### src/hdl/session_slot_replay_table_assert.svh
// Assertion macros shared by the control and datapath modules.
`ifndef SESSION_SLOT_REPLAY_TABLE_ASSERT_SVH
`define SESSION_SLOT_REPLAY_TABLE_ASSERT_SVH

// same-cycle implication
`define SSRT_ASSERT_NOW(label, clk, rst, cause, effect) \
   label: assert property (@(posedge clk) disable iff (rst) (cause) |-> (effect)) \
      else $error("assertion failed");

// next-cycle implication
`define SSRT_ASSERT_NEXT(label, clk, rst, cause, effect) \
   label: assert property (@(posedge clk) disable iff (rst) (cause) |=> (effect)) \
      else $error("assertion failed");

`endif

### src/hdl/ssrt_pkg.sv
`default_nettype none
package ssrt_pkg;

   typedef enum logic [1:0] {
      REQ_ACQUIRE  = 2'd0,
      REQ_CAPTURE  = 2'd1,
      REQ_FINALIZE = 2'd2
   } req_kind_type;

   typedef enum logic [1:0] {
      PHASE_UNUSED = 2'd0,
      PHASE_BUSY   = 2'd1,
      PHASE_DONE   = 2'd2,
      PHASE_CACHED = 2'd3
   } phase_type;

   typedef enum logic [1:0] {
      ST_OK       = 2'd0,
      ST_BADSLOT  = 2'd1,
      ST_MISORDER = 2'd2,
      ST_UNCACHED = 2'd3
   } status_type;

   typedef enum logic [1:0] {
      CSR_SLOTS_IN_USE = 2'd0,
      CSR_MAX_REPLY    = 2'd1,
      CSR_MAX_CACHE    = 2'd2
   } csr_reg_type;

   localparam logic [6:0]  SLOTS_IN_USE_RESET = 7'd64;
   localparam logic [23:0] MAX_REPLY_RESET    = 24'hFFFFFF;
   localparam logic [31:0] MAX_CACHE_RESET    = 32'hFFFFFFFF;
   localparam logic [31:0] FIRST_SEQUENCE     = 32'd1;

   typedef struct packed {
      logic [1:0]  req_type;
      logic [31:0] slot_index;
      logic [31:0] sequence_id;
      logic        cache_wanted;
      logic [23:0] reply_length;
      logic        session_gone;
   } req_payload_type;

   typedef struct packed {
      logic [1:0]  status;
      logic        is_replay;
      logic [23:0] replay_length;
      logic [23:0] freed_length;
      logic        capture_taken;
      logic [31:0] bytes_used;
   } rsp_payload_type;

   typedef struct packed {
      phase_type   phase;
      logic [31:0] pending;
      logic        requested;
      logic [23:0] stored_len;
   } slot_entry_type;

   typedef struct packed {
      logic clear_step;
      logic load;
      logic exec;
   } ctrl_cmd_type;

   typedef struct packed {
      logic clear_last;
      logic rsp_busy;
   } ctrl_status_type;

endpackage
`default_nettype wire

### src/hdl/ssrt_ctrl.sv
`default_nettype none
module ssrt_ctrl (
   input  wire logic                    clock,
   input  wire logic                    reset,
   input  wire logic                    req_valid,
   output logic                         req_ready,
   input  wire ssrt_pkg::ctrl_status_type stat,
   output ssrt_pkg::ctrl_cmd_type       cmd
);

   typedef enum logic [2:0] {
      S_CLEAR = 3'b001,
      S_IDLE  = 3'b010,
      S_EXEC  = 3'b100
   } state_type;

   state_type state_ff, state_in;

   always_comb begin
      state_in = state_ff;
      unique case (state_ff)
         S_CLEAR: begin
            if (stat.clear_last) state_in = S_IDLE;
         end
         S_IDLE: begin
            if (req_valid) state_in = S_EXEC;
         end
         S_EXEC: begin
            if (!stat.rsp_busy) state_in = S_IDLE;
         end
         default: state_in = S_CLEAR;
      endcase
   end

   always_ff @(posedge clock) begin
      if (reset) begin
         state_ff <= S_CLEAR;
      end else begin
         state_ff <= state_in;
      end
   end

   assign req_ready      = (state_ff == S_IDLE);
   assign cmd.clear_step = (state_ff == S_CLEAR);
   assign cmd.load       = req_ready && req_valid;
   assign cmd.exec       = (state_ff == S_EXEC) && !stat.rsp_busy;

`include "session_slot_replay_table_assert.svh"

   `SSRT_ASSERT_NEXT(a_load_exec, clock, reset, cmd.load, state_ff == S_EXEC)
   `SSRT_ASSERT_NEXT(a_exec_done, clock, reset, cmd.exec, req_ready)
   `SSRT_ASSERT_NEXT(a_clear_end, clock, reset, cmd.clear_step && stat.clear_last, req_ready)

endmodule
`default_nettype wire

### config.mk
export PLATFORM = sky130hd
export DESIGN_NAME = ssrt_ctrl
export DESIGN_NICKNAME = d
export VERILOG_FILES = /design/src/hdl/ssrt_pkg.sv /design/src/hdl/ssrt_ctrl.sv
export VERILOG_INCLUDE_DIRS = /design/src /design/src/hdl
export SDC_FILE = /design/constraint.sdc
export NUM_CORES = 1
export LEC_CHECK = 0
export BUFFER_PORTS_ARGS = -buffer_cell sky130_fd_sc_hd__buf_2
export CAP_MARGIN = 20
export CORE_AREA = 2 2 39 41
export DETAILED_ROUTE_END_ITERATION = 10
export DIE_AREA = 0 0 41 43
export SYNTH_ARGS = -nofsm -noshare
export SYNTH_HDL_FRONTEND = slang
export SYNTH_SLANG_ARGS = --single-unit
### constraint.sdc
create_clock -name clock -period 2.04 [get_ports clock]
set_clock_uncertainty 0.1 [all_clocks]
set_input_delay 0.102 -clock clock [delete_from_list [all_inputs] [get_ports clock]]
set_output_delay 0.102 -clock clock [all_outputs]
set_load 0.01 [all_outputs]
==> impl_metrics.py <==
metrics = {
    "clock_network": {
        "post_cts_resize_count": 0,
        "cts_sinks": 3,
        "cts.hold.buffers_added": 1,
        "clkSlewWorstSetupHoldPaths_ns": 0.04,
        "clk-insertion-delay-late_ns": 0.23,
        "cts-root-to-sink-buffers": 2,
        "clock_tree.root_cell": "sky130_fd_sc_hd__clkbuf_4",
        "tritoncts.num_buffers": 3,
        "tritoncts": "yes",
        "cts_setup_buffers": 0,
        "clock_tree.htree_level_count": 1,
    },
    "grt": {
        "overflow": 0,
        "grt_pass1_vias": 167,
        "global_route_total_usage_across_every_layer_pct": 6.620,
        "grt_max_degree": 7,
        "initial_antenna_violation_count": 0,
        "grt_first_pass_wirelength_um": 724,
    },
    "routing": {
        "initialDrtViolationCount": 1,
        "wl_um": 427,
        "route.detailed.drc": 0,
        "via_per_inst": 3.783,
        "route.vias.total": 174,
        "drt-wirelength-per-cell_um": 9.283,
        "first_pass_iters": 3,
        "detail-route-antenna-nets": 0,
    },
    "cells_and_area": {
        "largestRegisters": "state_ff x3",
        "register_name_with_the_most_flops": "state_ff",
        "fillerInstances": 159,
        "antenna_cells": 0,
        "area_growth_syn_to_layout_pct": 53.47,
        "largest_register_ffs": 3,
        "final_design_area_no_fill_um2": 276.5,
        "layout-drive-gt1-share_pct": 50.00,
        "final_nets": 36,
    },
    "power_and_ir_drop": {
        "power_leakage_uw": 0.0001074,
        "worst_ir_drop_vdd_mv": 0.2263,
        "internal-power_uw": 158.9,
        "fraction_of_power_spent_switching_nets_pct": 25.90,
        "power-per-cell-area_nw_per_um2": 775.3,
        "power_frac_comb_pct": 18.1,
        "switchingPower_uw": 55.53,
        "proportion_of_power_drawn_by_the_clock_network_pct": 48.2,
        "seq_power_share_pct": 33.6,
    },
    "placement": {
        "dpl.hpwl_um": 327.7,
        "buffer_ports.inserted": 8,
        "placement.cell_area_um2": 240.2,
        "gp_congestion": 0.7207,
        "placement.setup.worst_slack_ns": 0.8734,
    },
    "setup_path": {
        "crit_type": "flop to output pin",
        "crit_slowest_cell": "sky130_fd_sc_hd__dfxtp_1",
        "end_kind": "output pin",
        "setup.worst_path.start_class": "flop",
        "path_max_fanout": 6,
        "worst-endpoint-arrival_ns": 1.20,
        "timing.critical_path.cells": "nor3b_2, and2_1, buf_2",
        "worst-endpoint-required_ns": 1.84,
        "cp_slowest_stage_delay_ns": 0.44,
    },
    "logic_synthesis": {
        "synth_warnings": 0,
        "synth_seq_cells": 3,
        "synth_fp_nets": 22,
        "ys_seq_area_share_pct": 33.33,
        "syn_inst": 17,
        "post_synth.cell_area_avg_um2": 10.60,
        "syn-cell-area_um2": 180.2,
        "synth.distinct_cells": 12,
    },
    "sta": {
        "final_max_slew_violation_count": 0,
        "grt_setup_unrepaired": "false",
        "worst_margin_slew_ns": 0.2757,
        "timing.setup.tns_ns": 0,
        "relSlewSlack_pct": 81.51,
        "fmaxAchievable_mhz": 713.6,
        "postLayoutSetupSlackWorst_ns": 0.6386,
        "layout_worst_path_cycle_share_pct": 68.69,
        "report.final.setup_viol": 0,
        "hold_viol": 0,
        "shortest_period_the_worst_path_allows_ns": 1.401,
    },
    "floorplan": {
        "die_y_um": 43,
        "core.rowCount": 14,
        "initial_core_utilization_pct": 13.02,
        "floorplan.die.width_um": 41,
        "floorplan.die_area_um2": 1763,
        "area_of_the_core_um2": 1384,
        "io_pins": 9,
    },
    "worst_hold_path": {
        "holdCritPathClass": "primary input to flop",
    },
    "status": {
        "outcome": "finished, final reports clean",
    },
    "run": {
        "timing.max_cap.violations": 0,
    },
}
-- per-layer routing --
layer,vias to the layer above,wire (um),global-route usage [%]
met5,-,0,0
met4,0,0,4.000
met3,0,34,6.283
met2,6,189,6.563
met1,79,203,8.654
li1,89,-,-
-- synth_stat cells --
| cell | instances | area (um2) |
|---|---|---|
| sky130_fd_sc_hd__a211oi_1 | 2 | 15.01 |
| sky130_fd_sc_hd__and2_1 | 1 | 6.260 |
| sky130_fd_sc_hd__dfxtp_1 | 3 | 60.06 |
| sky130_fd_sc_hd__inv_1 | 1 | 3.750 |
| sky130_fd_sc_hd__nand2b_1 | 1 | 6.260 |
| sky130_fd_sc_hd__nand3b_1 | 2 | 15.01 |
| sky130_fd_sc_hd__nor2b_1 | 1 | 6.260 |
| sky130_fd_sc_hd__nor3_2 | 1 | 10.01 |
| sky130_fd_sc_hd__nor3b_2 | 2 | 25.02 |
| sky130_fd_sc_hd__nor4b_2 | 1 | 15.01 |
| sky130_fd_sc_hd__o2bb2ai_1 | 1 | 8.760 |
| sky130_fd_sc_hd__xnor2_1 | 1 | 8.760 |
-- final cells by class --
class                   instances  area (um2)  share of cell area, %
clock buffers                   4       26.28                  9.502
inverters                       1       3.754                  1.357
multi-input cells              13       116.4                  42.08
flip-flops and latches          3       60.06                  21.72
well taps                      16       20.02                  7.240
repair buffers                  9       50.05                  18.10
-- cells by family (layout without fill, tap and decap cells) --
| logic type | after synthesis | in the layout | synth area share (%) |
|---|---|---|---|
| compound gates | 3 | 3 | 13.19 |
| xor+xnor | 1 | 1 | 4.862 |
| buf+inv | 1 | 14 | 2.081 |
| flops | 3 | 3 | 33.33 |
| simple gates | 9 | 9 | 46.53 |
-- power groups by stage --
stage	clock, uW	sequential, uW	combinational (uW)
2_1_floorplan	0	71.0	25.2
3_3_place_gp	0	72.8	37.2
3_5_place_dp	0	73.0	37.4
4_1_cts	108	72.1	39.1
5_1_grt	116	73.5	42.4
6_report	103	72.1	38.8
-- path summary, 6_finish.rpt --
check	endpoint	depth (start not counted)	slack (ns)	from
setup / recovery	cmd[1]	3	0.64	state_ff[1]
hold / removal	state_ff[1]	3	0.03	stat[1]
setup reg to reg	state_ff[1]	3	0.86	state_ff[0]
hold reg to reg	state_ff[2]	1	0.43	state_ff[0]
-- critical path, delay by kind of cell, from the launching register on --
kind,cells,cell delay (ns)
flops,1,0.44
buf+inv,1,0.12
simple gates,2,0.41
-- per-stage QoR --
| step | total power [uW] | util (%) | cells | hold WS, ns |
|---|---|---|---|---|
| CTS | 219.4 | 19.98 | 46 | 0.01953 |
| global placement | 110.0 | 17.36 | 41 | 0.2099 |
| detailed placement | 110.4 | 17.36 | 41 | 0.2125 |
| floorplan | 96.21 | - | 17 | 0.07172 |
| global route | 232.1 | 19.98 | 46 | 0.04777 |
| finish | 214.4 | 19.98 | 46 | 0.02598 |
-- cells in the final DEF (no fill, tap or decap) --
| master | netlist | final |
|---|---|---|
| sky130_fd_sc_hd__and2_1 | 1 | 1 |
| sky130_fd_sc_hd__dlygate4sd3_1 | 0 | 1 |
| sky130_fd_sc_hd__clkbuf_4 | 0 | 3 |
| sky130_fd_sc_hd__nor2b_1 | 1 | 1 |
| sky130_fd_sc_hd__nor4b_2 | 1 | 1 |
| sky130_fd_sc_hd__inv_1 | 1 | 1 |
| sky130_fd_sc_hd__xnor2_1 | 1 | 1 |
| sky130_fd_sc_hd__buf_2 | 0 | 8 |
| sky130_fd_sc_hd__nor3b_2 | 2 | 2 |
| sky130_fd_sc_hd__dfxtp_1 | 3 | 3 |
| sky130_fd_sc_hd__nand3b_1 | 2 | 2 |
| sky130_fd_sc_hd__o2bb2ai_1 | 1 | 1 |
| sky130_fd_sc_hd__nand2b_1 | 1 | 1 |
| sky130_fd_sc_hd__nor3_2 | 1 | 1 |
| sky130_fd_sc_hd__a211oi_1 | 2 | 2 |
| sky130_fd_sc_hd__clkbuf_1 | 0 | 1 |
Power figures use the tool's default switching activity.
